### src/rtl/oled_text_cursor_renderer_core_macros.svh
// Assertion macros shared by the text renderer RTL.
// Included by otcr_emitter, which carries concurrent checks; needs clk and rst_n in scope.
`ifndef OLED_TEXT_CURSOR_RENDERER_CORE_MACROS_SVH
`define OLED_TEXT_CURSOR_RENDERER_CORE_MACROS_SVH

// Same-cycle implication, checked outside reset.
`define OTCR_ASSERT_IMP(label, ante, cons, msg) \
  label: assert property (@(posedge clk) disable iff (!rst_n) (ante) |-> (cons)) \
    else $error(msg);

// Next-cycle implication, checked outside reset.
`define OTCR_ASSERT_NEXT(label, ante, cons, msg) \
  label: assert property (@(posedge clk) disable iff (!rst_n) (ante) |=> (cons)) \
    else $error(msg);

`endif

### src/rtl/otcr_pkg.sv
// Shared types, constants and the 5x8 font table for the text renderer.
// No dependencies; used by otcr_decode, otcr_emitter and the top level.
`default_nettype none

package otcr_pkg;

  // Fixed glyph geometry.
  localparam int GLYPH_COLUMNS = 5;

  // Request kinds.
  localparam logic KIND_PRINT      = 1'b0;
  localparam logic KIND_SET_CURSOR = 1'b1;

  // Command and character codes.
  localparam logic [7:0] CMD_COLUMN_RANGE = 8'h21;
  localparam logic [7:0] CMD_PAGE_RANGE   = 8'h22;
  localparam logic [7:0] FIRST_GLYPH      = 8'h20;
  localparam logic [7:0] LAST_GLYPH       = 8'h7E;
  localparam logic [7:0] NEWLINE          = 8'h0A;
  localparam logic [7:0] BLANK_COLUMN     = 8'h00;

  // Transfer flag: command or data.
  localparam logic XFER_COMMAND = 1'b0;
  localparam logic XFER_DATA    = 1'b1;

  // Five font columns, column 0 in the most significant byte.
  typedef logic [0:GLYPH_COLUMNS-1][7:0] glyph_t;

  // Work handed from the decoder to the emitter for one request.
  typedef struct packed {
    logic       emit_cursor;
    logic       emit_glyph;
    logic [2:0] line;
    logic [7:0] column;
    glyph_t     glyph;
  } plan_t;

  // Font table; codes without a glyph come back blank.
  function automatic glyph_t glyph_rom(input logic [7:0] code);
    glyph_t g;
    unique case (code)
      8'h20: g = 40'h00_00_00_00_00;
      8'h21: g = 40'h00_00_2F_00_00;
      8'h22: g = 40'h00_07_00_07_00;
      8'h23: g = 40'h14_7F_14_7F_14;
      8'h24: g = 40'h24_2A_7F_2A_12;
      8'h25: g = 40'h23_13_08_64_62;
      8'h26: g = 40'h36_49_55_22_50;
      8'h27: g = 40'h00_05_03_00_00;
      8'h28: g = 40'h00_1C_22_41_00;
      8'h29: g = 40'h00_41_22_1C_00;
      8'h2A: g = 40'h14_08_3E_08_14;
      8'h2B: g = 40'h08_08_3E_08_08;
      8'h2C: g = 40'h00_00_A0_60_00;
      8'h2D: g = 40'h08_08_08_08_08;
      8'h2E: g = 40'h00_60_60_00_00;
      8'h2F: g = 40'h20_10_08_04_02;
      8'h30: g = 40'h3E_51_49_45_3E;
      8'h31: g = 40'h00_42_7F_40_00;
      8'h32: g = 40'h42_61_51_49_46;
      8'h33: g = 40'h21_41_45_4B_31;
      8'h34: g = 40'h18_14_12_7F_10;
      8'h35: g = 40'h27_45_45_45_39;
      8'h36: g = 40'h3C_4A_49_49_30;
      8'h37: g = 40'h01_71_09_05_03;
      8'h38: g = 40'h36_49_49_49_36;
      8'h39: g = 40'h06_49_49_29_1E;
      8'h3A: g = 40'h00_36_36_00_00;
      8'h3B: g = 40'h00_56_36_00_00;
      8'h3C: g = 40'h08_14_22_41_00;
      8'h3D: g = 40'h14_14_14_14_14;
      8'h3E: g = 40'h00_41_22_14_08;
      8'h3F: g = 40'h02_01_51_09_06;
      8'h40: g = 40'h32_49_59_51_3E;
      8'h41: g = 40'h7C_12_11_12_7C;
      8'h42: g = 40'h7F_49_49_49_36;
      8'h43: g = 40'h3E_41_41_41_22;
      8'h44: g = 40'h7F_41_41_22_1C;
      8'h45: g = 40'h7F_49_49_49_41;
      8'h46: g = 40'h7F_09_09_09_01;
      8'h47: g = 40'h3E_41_49_49_7A;
      8'h48: g = 40'h7F_08_08_08_7F;
      8'h49: g = 40'h00_41_7F_41_00;
      8'h4A: g = 40'h20_40_41_3F_01;
      8'h4B: g = 40'h7F_08_14_22_41;
      8'h4C: g = 40'h7F_40_40_40_40;
      8'h4D: g = 40'h7F_02_0C_02_7F;
      8'h4E: g = 40'h7F_04_08_10_7F;
      8'h4F: g = 40'h3E_41_41_41_3E;
      8'h50: g = 40'h7F_09_09_09_06;
      8'h51: g = 40'h3E_41_51_21_5E;
      8'h52: g = 40'h7F_09_19_29_46;
      8'h53: g = 40'h46_49_49_49_31;
      8'h54: g = 40'h01_01_7F_01_01;
      8'h55: g = 40'h3F_40_40_40_3F;
      8'h56: g = 40'h1F_20_40_20_1F;
      8'h57: g = 40'h3F_40_38_40_3F;
      8'h58: g = 40'h63_14_08_14_63;
      8'h59: g = 40'h07_08_70_08_07;
      8'h5A: g = 40'h61_51_49_45_43;
      8'h5B: g = 40'h00_7F_41_41_00;
      8'h5C: g = 40'h55_AA_55_AA_55;
      8'h5D: g = 40'h00_41_41_7F_00;
      8'h5E: g = 40'h04_02_01_02_04;
      8'h5F: g = 40'h40_40_40_40_40;
      8'h60: g = 40'h00_03_05_00_00;
      8'h61: g = 40'h20_54_54_54_78;
      8'h62: g = 40'h7F_48_44_44_38;
      8'h63: g = 40'h38_44_44_44_20;
      8'h64: g = 40'h38_44_44_48_7F;
      8'h65: g = 40'h38_54_54_54_18;
      8'h66: g = 40'h08_7E_09_01_02;
      8'h67: g = 40'h18_A4_A4_A4_7C;
      8'h68: g = 40'h7F_08_04_04_78;
      8'h69: g = 40'h00_44_7D_40_00;
      8'h6A: g = 40'h40_80_84_7D_00;
      8'h6B: g = 40'h7F_10_28_44_00;
      8'h6C: g = 40'h00_41_7F_40_00;
      8'h6D: g = 40'h7C_04_18_04_78;
      8'h6E: g = 40'h7C_08_04_04_78;
      8'h6F: g = 40'h38_44_44_44_38;
      8'h70: g = 40'hFC_24_24_24_18;
      8'h71: g = 40'h18_24_24_18_FC;
      8'h72: g = 40'h7C_08_04_04_08;
      8'h73: g = 40'h48_54_54_54_20;
      8'h74: g = 40'h04_3F_44_40_20;
      8'h75: g = 40'h3C_40_40_20_7C;
      8'h76: g = 40'h1C_20_40_20_1C;
      8'h77: g = 40'h3C_40_30_40_3C;
      8'h78: g = 40'h44_28_10_28_44;
      8'h79: g = 40'h1C_A0_A0_A0_7C;
      8'h7A: g = 40'h44_64_54_4C_44;
      8'h7B: g = 40'h00_10_7C_82_00;
      8'h7C: g = 40'h00_00_FF_00_00;
      8'h7D: g = 40'h00_82_7C_10_00;
      8'h7E: g = 40'h00_06_09_09_06;
      default: g = '0;
    endcase
    return g;
  endfunction

endpackage

`default_nettype wire

### src/rtl/otcr_emitter.sv
// Transfer sequencer: walks a plan one transfer per cycle into the output register while it is not stalled.
// Depends on otcr_pkg and oled_text_cursor_renderer_core_macros.svh.
`default_nettype none

`include "oled_text_cursor_renderer_core_macros.svh"

module otcr_emitter #(
  parameter int COLUMNS = 128,
  parameter int PAGES   = 8
) (
  input  wire logic            clk,
  input  wire logic            rst_n,
  input  wire logic            load_req,
  input  wire otcr_pkg::plan_t plan_in,
  output logic                 ready,
  output logic                 out_valid,
  input  wire logic            out_ready,
  output logic [7:0]           out_byte,
  output logic                 out_is_data,
  output logic                 out_last
);

  // Position within the twelve-transfer sequence.
  typedef enum logic [3:0] {
    BEAT_COL_CMD,
    BEAT_COL_START,
    BEAT_COL_END,
    BEAT_PAGE_CMD,
    BEAT_PAGE_START,
    BEAT_PAGE_END,
    BEAT_GLYPH0,
    BEAT_GLYPH1,
    BEAT_GLYPH2,
    BEAT_GLYPH3,
    BEAT_GLYPH4,
    BEAT_SPACER
  } beat_t;

  otcr_pkg::plan_t plan_r;
  logic            plan_valid_r;
  beat_t           beat_r;
  beat_t           end_beat;
  logic            out_valid_r;
  logic [7:0]      out_byte_r;
  logic            out_is_data_r;
  logic            out_last_r;

  logic            out_free;
  logic            fire;
  logic            last_beat;
  logic            done;
  logic            load;
  logic [7:0]      beat_byte;
  logic            beat_is_data;

  // Handshake between plan register and output register.
  assign end_beat  = plan_r.emit_glyph ? BEAT_SPACER : BEAT_PAGE_END;
  assign out_free  = !out_valid_r || out_ready;
  assign fire      = plan_valid_r && out_free;
  assign last_beat = (beat_r == end_beat);
  assign done      = fire && last_beat;
  assign ready     = !plan_valid_r || done;
  assign load      = ready && load_req;

  // Byte and flag for the current transfer.
  always_comb begin
    beat_is_data = otcr_pkg::XFER_DATA;
    unique case (beat_r)
      BEAT_COL_CMD: begin
        beat_byte    = otcr_pkg::CMD_COLUMN_RANGE;
        beat_is_data = otcr_pkg::XFER_COMMAND;
      end
      BEAT_COL_START: begin
        beat_byte    = plan_r.column;
        beat_is_data = otcr_pkg::XFER_COMMAND;
      end
      BEAT_COL_END: begin
        beat_byte    = 8'(COLUMNS - 1);
        beat_is_data = otcr_pkg::XFER_COMMAND;
      end
      BEAT_PAGE_CMD: begin
        beat_byte    = otcr_pkg::CMD_PAGE_RANGE;
        beat_is_data = otcr_pkg::XFER_COMMAND;
      end
      BEAT_PAGE_START: begin
        beat_byte    = {5'd0, plan_r.line};
        beat_is_data = otcr_pkg::XFER_COMMAND;
      end
      BEAT_PAGE_END: begin
        beat_byte    = 8'(PAGES - 1);
        beat_is_data = otcr_pkg::XFER_COMMAND;
      end
      BEAT_GLYPH0: beat_byte = plan_r.glyph[0];
      BEAT_GLYPH1: beat_byte = plan_r.glyph[1];
      BEAT_GLYPH2: beat_byte = plan_r.glyph[2];
      BEAT_GLYPH3: beat_byte = plan_r.glyph[3];
      BEAT_GLYPH4: beat_byte = plan_r.glyph[4];
      BEAT_SPACER: beat_byte = otcr_pkg::BLANK_COLUMN;
      default:     beat_byte = otcr_pkg::BLANK_COLUMN;
    endcase
  end

  // Plan register and sequence position.
  always_ff @(posedge clk) begin
    if (!rst_n) begin
      plan_valid_r <= 1'b0;
      beat_r       <= BEAT_COL_CMD;
    end else if (load) begin
      plan_valid_r <= 1'b1;
      beat_r       <= plan_in.emit_cursor ? BEAT_COL_CMD : BEAT_GLYPH0;
    end else if (done) begin
      plan_valid_r <= 1'b0;
    end else if (fire) begin
      beat_r <= beat_t'(beat_r + 4'd1);
    end
  end

  always_ff @(posedge clk) begin
    if (load) begin
      plan_r <= plan_in;
    end
  end

  // Output register: valid is control, payload needs no reset.
  always_ff @(posedge clk) begin
    if (!rst_n) begin
      out_valid_r <= 1'b0;
    end else if (fire) begin
      out_valid_r <= 1'b1;
    end else if (out_ready) begin
      out_valid_r <= 1'b0;
    end
  end

  always_ff @(posedge clk) begin
    if (fire) begin
      out_byte_r    <= beat_byte;
      out_is_data_r <= beat_is_data;
      out_last_r    <= last_beat;
    end
  end

  assign out_valid   = out_valid_r;
  assign out_byte    = out_byte_r;
  assign out_is_data = out_is_data_r;
  assign out_last    = out_last_r;

  // The sequence never runs past the end of its plan.
  `OTCR_ASSERT_IMP(a_beat_in_plan, plan_valid_r, beat_r <= end_beat, "beat past end of plan")
  // A stored plan always carries a page on the panel.
  `OTCR_ASSERT_IMP(a_line_in_range, plan_valid_r, 4'(plan_r.line) < 4'(PAGES), "page out of range")
  // The final transfer of a plan shows up flagged as last.
  `OTCR_ASSERT_NEXT(a_last_marked, done, out_valid_r && out_last_r, "last transfer not marked")
  // A taken plan shows up as valid in the plan register.
  `OTCR_ASSERT_NEXT(a_plan_loaded, load, plan_valid_r, "plan not loaded")

endmodule

`default_nettype wire

### config.mk
export PLATFORM = sky130hd
export DESIGN_NAME = otcr_emitter
export DESIGN_NICKNAME = d
export VERILOG_FILES = /design/src/rtl/otcr_pkg.sv /design/src/rtl/otcr_emitter.sv
export VERILOG_INCLUDE_DIRS = /design/src /design/src/rtl
export SDC_FILE = /design/constraint.sdc
export NUM_CORES = 1
export LEC_CHECK = 0
export ABC_AREA = 1
export BUFFER_PORTS_ARGS = -buffer_cell sky130_fd_sc_hd__buf_2
export CAP_MARGIN = 5
export CORE_MARGIN = 2
export CORE_UTILIZATION = 56
export DETAILED_ROUTE_END_ITERATION = 6
export GPL_ROUTABILITY_DRIVEN = 1
export PLACE_DENSITY_LB_ADDON = 0.3
export SYNTH_ARGS = -nofsm -noshare
export SYNTH_HDL_FRONTEND = slang
export SYNTH_SLANG_ARGS = --single-unit
export TNS_END_PERCENT = 1
### constraint.sdc
create_clock -name clk -period 5.43 [get_ports clk]
set_input_delay 0.2715 -clock clk [delete_from_list [all_inputs] [get_ports clk]]
set_output_delay 0.2715 -clock clk [all_outputs]
set_load 0.1 [all_outputs]
# Word-level counts from Yosys, hierarchy flattened
# Cells that the tools add are included.
# totals
register_bits,68
latch_bits,0
ramBits,0
rom_bits,0
wordCells,51
mem_count,0
# classes
n_addsub,1
mul,0
div_mod_pow,0
magnitude_cmp,0
eq_ne,12
n_shift,0
mux,11
n_bitwise,0
reduce_logical,13
# op_table
operator,count
$pmux W8 S11,1
$eq A4 B3 Y1 const B,4
$mux W4,4
$eq A4 B4 Y1 const B,3
$eq A4 B2 Y1 const B,2
$reduce_bool A2 Y1,3
$reduce_or A6 Y1,1
$mux W1,5
$add A4 B1 Y4 const B,1
$eq A4 B1 Y1 const B,1
$eq A4 B4 Y1,1
$logic_not A4 Y1,1
$logic_and A1 B1 Y1,3
$mux W3,1
$logic_not A1 Y1,2
$logic_or A1 B1 Y1,2
$ne A2 B1 Y1 const B,1
$reduce_and A2 Y1,1

# Longest topological paths before layout
# Gate-level depths: netlist of the first run.
# logic_depth
depth_word,8
mapped_depth,11
depth_no_buf,11

# Worst setup path after synthesis of the first run
# Ideal clock, no wire load.
# synth_path
kind,register -> register
startpoint,"register out_valid_r, in the netlist out_valid"
endpoint,register plan_r[0] (netlist bit) (enable)
setup_time_ns,0.406
t_arrival_ns,2.951
required_ns,5.024
slack_ns,2.073
path_stages_with_launch,6
n_path_buf,0
period_less_slack_ns,3.357
cell_sequence,dfxtp_1 -> a21oi_4 -> nand3_2 -> nand2_2 -> nand2_4 -> inv_1
# synth_via
elab_chain_len,6
# synth_rtl
item,line_no,rtl
"start, declared",otcr_emitter.sv:43,logic out_valid_r;
"start signal, assigned",otcr_emitter.sv:127,out_valid_r <= 1'b0;
"start signal, assigned",otcr_emitter.sv:129,out_valid_r <= 1'b1;
"start signal, assigned",otcr_emitter.sv:131,out_valid_r <= 1'b0;
$logic_not A1 Y1,otcr_emitter.sv:58,assign out_free = !out_valid_r || out_ready;
$logic_or A1 B1 Y1,otcr_emitter.sv:58,
$logic_and A1 B1 Y1,otcr_emitter.sv:59,assign fire = plan_valid_r && out_free;
net fire,otcr_emitter.sv:49,logic fire;
$logic_and A1 B1 Y1,otcr_emitter.sv:61,assign done = fire && last_beat;
$logic_or A1 B1 Y1,otcr_emitter.sv:62,assign ready = !plan_valid_r || done;
net ready,otcr_emitter.sv:15,"output logic ready,"
$logic_and A1 B1 Y1,otcr_emitter.sv:63,assign load = ready && load_req;
net load,otcr_emitter.sv:52,logic load;
"end signal, assigned",otcr_emitter.sv:120,plan_r <= plan_in;
"end, declared",otcr_emitter.sv:39,otcr_pkg::plan_t plan_r;
# The timed path passes the listed nets, and every way through them passes these cells.
# A chain may end at the register's enable or synchronous reset.

# Worst setup path in the final report of the first run
# layout_path
startpoint,register plan_valid_r
endpoint,register plan_r[44] (netlist bit) (enable)
# layout_via
elab_chain_len,4
# layout_rtl
item,line_no,rtl
"start, declared",otcr_emitter.sv:40,logic plan_valid_r;
"start signal, assigned",otcr_emitter.sv:106,plan_valid_r <= 1'b0;
"start signal, assigned",otcr_emitter.sv:109,plan_valid_r <= 1'b1;
"start signal, assigned",otcr_emitter.sv:112,plan_valid_r <= 1'b0;
$logic_and A1 B1 Y1,otcr_emitter.sv:59,
net fire,otcr_emitter.sv:49,
$logic_and A1 B1 Y1,otcr_emitter.sv:61,
$logic_or A1 B1 Y1,otcr_emitter.sv:62,
$logic_and A1 B1 Y1,otcr_emitter.sv:63,
net load,otcr_emitter.sv:52,
# The timed path passes the listed nets, and every way through them passes these cells.

==> impl_metrics.yaml, run 1 <==
sta:
  rsz0062_at_grt: "no"
  whs_ps: 105
  worst_slack_ps: 3110
  finalSetupTns_ps: 0
  relSlewSlack_pct: 32.5
  worst_pin_slew_ps: 1010
  hold_viol_final: 0
  slew_violations: 0
  max_freq_ghz: 0.432
  skew_ps: 10.1
  fin_crit_sh_pct: 42.7
  period_minus_slack_ps: 2320
  finalSetupViolCount: 0
yosys:
  synth_cells: 213
  syn_nets: 274
  yosysWarningCount: 0
  syn_area_per_cell_sq_um: 13.1
  synth_cell_types: 30
  synth_area_sq_mm: 0.00279
  synth_seq_area_share_pct: 71.1
  ys_seq_elements: 68
detailed_routing:
  viasPerCell: 4.98
  via_count: 1798
  wl_mm: 5.02
  detail-route-antenna-nets: 0
  drtIter0Drc: 134
  wire_per_inst_um: 13.9
  drc: 0
  drtPass1Iterations: 5
floorplan:
  fp-row-count: 25
  die-area_sq_mm: 0.00556
  start_util_pct: 58.6
  top_level_ports: 69
  fp.dieW_um: 74.5
  die_h_um: 74.5
  core_area_sq_mm: 0.00475
power_and_ir_drop:
  ir_worst_vdd_mv: 0.206
  leakage_nw: 1.42
  pwr_density_cell_mw_per_mm2: 357
clock_tree:
  clk_path_buf_depth: 2
  cts_buffers: 9
  htree_num_levels: 3
  hold_buffers: 0
  cts_resized: 0
  cts_tree: "yes"
  path_clk_slew_ps: 70
  post_cts.repair.setup_buffers: 0
  cts.sinks: 68
  cts_root_buffer: "clkbuf_8"
  clk_latency_ps: 340
run_status:
  status: "finished, final reports clean"
job:
  max-cap-violations: 0
finish:
  synthToLayoutAreaGrowth_pct: 21.7
  stdcell_count: 361
  nets: 350
  n_antenna_cell: 0
  drive_gt1_share_pct: 35.0
  post-route-util_pct: 71.3
place:
  dp.final_hpwl_mm: 3.47
  io_buffers: 68
  place_congestion: 0.803
  dp_slack_ps: 3090
  dp_cells: 345
worst_hold_path:
  min_delay_path_depth: 1
  min_from: "plan_in[17]"
  holdPathEnd: "plan_r[17]$_DFFE_PP_"
  hp-class: "in2reg"
grt:
  grt_pass1_wl_mm: 7.82
  antenna_found_initial: 0
  grt_start_max_net_pins: 53
  grt_pass1_vias: 1665
  grt-ovfl-total: 0
  grt_use_total_pct: 20.1
setup_path:
  setup.worst_path.class: "reg2reg"
  crit_fanout: 52
  worstReg2RegEnd: "plan_r[44]$_DFFE_PP_"
  critPathArrivalTime_ps: 2270
  startpoint_type: "flip-flop"
  r2r_slack_ps: 3110
  startpoint: "plan_valid_r$_SDFFE_PN0P_"
  worstRegToRegCells: 6
  timing.rr.start: "plan_valid_r$_SDFFE_PN0P_"
  worstSetupEndpointType: "flip-flop"
  crit_required_ps: 5380
==> area by class of cell <==
| class | count | area, sq um |
|---|---|---|
| inverter | 25 | 93.8 |
| multi-input combinational | 117 | 683 |
| timing repair buffer | 68 | 340 |
| sequential | 68 | 1980 |
| fill | 337 | 1360 |
| tap | 67 | 83.8 |
| clock buffer | 11 | 131 |
| clock inverter | 5 | 76.3 |
==> worst max-delay path by stage <==
stage	endpoint	slack, ps
floorplan	plan_r[0]$_DFFE_PP_	2070
global placement	plan_r[15]$_DFFE_PP_	3150
detailed placement	plan_r[15]$_DFFE_PP_	3090
CTS	plan_r[43]$_DFFE_PP_	3090
global route	plan_r[44]$_DFFE_PP_	2920
finish	plan_r[44]$_DFFE_PP_	3110
==> report_power, final <==
part | switching, mW | internal (mW) | total [mW]
clock | 0.179 | 0.257 | 0.435
sequential | 0.0117 | 0.614 | 0.626
combinational | 0.111 | 0.0376 | 0.148
==> registers in the layout, summed over array words and instances (netlist names) <==
register,count
plan_r,52
out_byte,8
beat_r,4
out_is_data,1
out_last,1
out_valid,1
plan_valid_r,1
==> cell usage in the layout, fill, tap and decap left out, types with 2 or more instances in the layout <==
cell type | netlist | final
nand3_1 | 16 | 16
ha_1 | 4 | 4
nand3_2 | 4 | 4
nand4_1 | 4 | 4
clkbuf_8 | 0 | 9
dfxtp_1 | 6 | 6
buf_2 | 1 | 68
inv_1 | 21 | 20
nand2_4 | 3 | 3
bufinv_16 | 0 | 2
o211ai_1 | 3 | 3
a22o_1 | 2 | 2
edfxtp_1 | 62 | 62
inv_2 | 4 | 5
a221oi_1 | 2 | 2
clkbuf_1 | 0 | 2
nand2_1 | 42 | 42
o21ai_0 | 3 | 3
a32o_1 | 3 | 3
nand2_2 | 3 | 3
a21oi_1 | 8 | 8
nor2_4 | 2 | 2
nor2_1 | 9 | 9
==> critical path: stages (launching register included) <==
cell	delay, ps
dfxtp_1	350
inv_1	80
a21oi_4	390
nand3_2	130
nand2_2	140
nand2_4	90
inv_2	730
==> synthesized netlist by cell type (all sizes together) <==
library cell  number  area, sq um
edfxtp            62         1860
nand2             48          210
inv               25         93.8
nand3             20          120
nor2              12         62.6
a21oi             10         65.1
dfxtp              6          120
ha                 4         50.1
nand4              4         25.0
o21ai              4         23.8
a32o               3         30.0
buf                3         27.5
o211ai             3         22.5
a221oi             2         17.5
a22o               2         17.5
a211oi             1         7.51
a31oi              1         6.26
nor3               1         10.0
nor4               1         6.26
xor2               1         8.76
==> cells by family after synthesis <==
logic type,count (synthesis),synth area share [%]
simple gates,86,15.6
fa+ha+maj,4,1.80
buf+inv,28,4.36
xor+xnor,1,0.314
compound gates,26,6.83
flops,68,71.1
==> layer usage <==
metal  global-route usage (%)  routed length, um  vias up
li1                         -                  -      907
met1                     27.4               2210      797
met2                     30.7               2380       86
met3                     5.01                330        8
met4                     9.13                101        0
met5                        0                  0        -
==> metrics by stage <==
stage          area (sq um)  power, mW
2_1_floorplan          2790      0.744
3_3_place_gp           3180      0.783
3_5_place_dp           3180      0.785
4_1_cts                3390       1.21
5_1_grt                3390       1.26
6_report               3390       1.21
No activity file was read; power rests on OpenSTA's default activity.
==> run 2: changes to the inputs <==
--- a/config.mk
+++ b/config.mk
@@ -10,7 +10,7 @@
 export BUFFER_PORTS_ARGS = -buffer_cell sky130_fd_sc_hd__buf_2
 export CAP_MARGIN = 5
 export CORE_MARGIN = 2
-export CORE_UTILIZATION = 56
+export CORE_UTILIZATION = 47
 export DETAILED_ROUTE_END_ITERATION = 6
 export GPL_ROUTABILITY_DRIVEN = 1
 export PLACE_DENSITY_LB_ADDON = 0.3
==> constraint.sdc (replaced) <==
create_clock -name clk -period 2 [get_ports clk]
set_input_delay 0.1 -clock clk [delete_from_list [all_inputs] [get_ports clk]]
set_output_delay 0.1 -clock clk [all_outputs]
set_load 0.1 [all_outputs]
==> run 2 against run 1 <==
  * Clock skew rose by 3.6 ps
  * Sequential power rose to 2.7 times the previous value
  * Critical endpoint is now out_byte[5]$_DFFE_PP_
  * Setup slack worse by 2900 ps
  * Combinational power grew to 3.5 times the previous value
  * Sequential share of layout area shrank 8.9 points
  * Total power grew to 2.8 times the previous value
  * Non-clock buffer count rose by 57
  * Largest power group unchanged
  * Design area rose by 18%
  * Clock power rose to 2.6 times the previous value
  * Register-to-register slack got worse by 2900 ps
  * Die area up 18%
  * Highest routed layer unchanged
==> impl_metrics.yaml, run 2 (synthesis gave the netlist of run 1 again) <==
run_status:
  status: "finished, final reports clean"
grt:
  antenna_found_initial: 0
  grt_start_max_net_pins: 35
  busiest_layer: "met2"
  grt_pass1_wl_mm: 9.89
  grt_use_met2_pct: 33.2
  grt_pass1_vias: 2163
  grt-ovfl-total: 0
  grt_use_total_pct: 21.1
  grtUsageMet1_pct: 25.1
  use_met3_pct: 6.00
setup_path:
  startpoint_type: "flip-flop"
  cp_cell_sequence: "inv_2 -> ha_1 -> nand3_1 -> inv_1 -> nand2_1 -> o21ai_0 -> a211oi_1 -> nand3_1"
  crit_required_ps: 2100
  timing.rr.start: "beat_r[1]$_SDFFE_PN0P_"
  slowest_stage: "dfxtp_1"
  critPathArrivalTime_ps: 1930
  setup.worst_path.class: "reg2reg"
  cp_num_buf_inv: 2
  cpLargestDelayFamily: "flip-flops"
  slowest_delay_ps: 430
  worstSetupEndpointType: "flip-flop"
  startpoint: "beat_r[1]$_SDFFE_PN0P_"
  crit_fanout: 8
  crit_top_cell: "nand3_1"
worst_hold_path:
  hp-class: "in2reg"
  min_from: "out_ready"
place:
  io_buffers: 68
  dp_cells: 357
  place_congestion: 0.848
  dp.final_hpwl_mm: 3.88
power_and_ir_drop:
  leakage_nw: 1.67
  pwr_density_cell_mw_per_mm2: 830
  fin_total_pwr_mw: 3.33
  ir_worst_vdd_mv: 0.457
sta:
  skew_ps: 13.7
  finalSetupTns_ps: 0
  relSlewSlack_pct: 67.2
  worst_pin_slew_ps: 496
  finalSetupViolCount: 0
  period_minus_slack_ps: 1830
  hold_viol_final: 0
  max_freq_ghz: 0.547
  rsz0062_at_grt: "no"
  fin_crit_sh_pct: 91.5
  slew_violations: 0
finish:
  top_register: "plan_r"
  stdcell_count: 426
  n_antenna_cell: 0
  largest_reg_flops: 52
  nets: 407
  layout_common_cells: "buf_2, edfxtp_1, dlygate4sd3_1"
  drive_gt1_share_pct: 31.9
  synthToLayoutAreaGrowth_pct: 44.0
  fillCellCount: 429
  post-route-util_pct: 69.0
  layout_commonest_cell: "buf_2"
clock_tree:
  htree_num_levels: 3
  path_clk_slew_ps: 80
  clk_path_buf_depth: 2
  clk_latency_ps: 350
  post_cts.repair.setup_buffers: 0
  cts_buffers: 9
  cts.sinks: 68
  cts_tree: "yes"
  cts_root_buffer: "clkbuf_8"
floorplan:
  fp-row-count: 28
  fp.dieW_um: 81.0
  start_util_pct: 47.9
  die-area_sq_mm: 0.00656
  top_level_ports: 69
  die_h_um: 81.0
  core_area_sq_mm: 0.00582
detailed_routing:
  drtIter0Drc: 183
  via_count: 2082
  detail-route-antenna-nets: 0
  drc: 0
  drtPass1Iterations: 4
  wl_mm: 6.33
  wire_per_inst_um: 14.9
  viasPerCell: 4.89
job:
  max-cap-violations: 0
-- run 2: worst register-to-register path, cell delays in order (launching register included) --
cell,delay [ps]
dfxtp_1,430
inv_2,90
ha_1,230
nand3_1,100
inv_1,160
nand2_1,110
o21ai_0,100
a211oi_1,270
nand3_1,100
-- run 2: metal layers --
| metal | share of wire, % | routed length (um) |
|---|---|---|
| met2 | 50 | 3170 |
| met5 | 0 | 0 |
| met4 | 2.9 | 184 |
| met3 | 6.2 | 391 |
| met1 | 41 | 2590 |
-- run 2: what timing repair did --
item	in CTS	in global routing
gates resized for setup	0	1
setup endpoints to repair	0	2
endpoints found under the hold margin	53	0
hold buffers	53	0
-- run 2: final cells by class --
cell class | instances | area (sq um) | share of cell area (%)
clock buffers | 10 | 128 | 3.18
clock inverters | 6 | 63.8 | 1.59
inverters | 25 | 97.6 | 2.43
multi-input cells | 117 | 713 | 17.8
flip-flops and latches | 68 | 1990 | 49.5
well taps | 75 | 93.8 | 2.34
repair buffers | 125 | 928 | 23.1
-- run 2: power breakdown --
part           internal (mW)  switching (mW)
Sequential              1.67          0.0402
Combinational          0.191           0.324
Clock                  0.576           0.533
-- run 2: metrics by stage --
step	hold WS, ps	instance area [sq um]	worst slack, ps
floorplan	199	2830	-252
global placement	278	3290	187
detailed placement	278	3290	135
CTS	24.6	4010	124
global route	62.3	4010	10.9
finish	33.9	4010	170
-- run 2: final timing paths --
check | slack (ps) | cells past startpoint | to
worst max-delay path | 170 | 8 | out_byte[5]$_DFFE_PP_
worst min-delay path | 30 | 4 | out_valid$_SDFFE_PN0P_
worst max register to register | 170 | 8 | out_byte[5]$_DFFE_PP_
worst min register to register | 500 | 2 | out_valid$_SDFFE_PN0P_
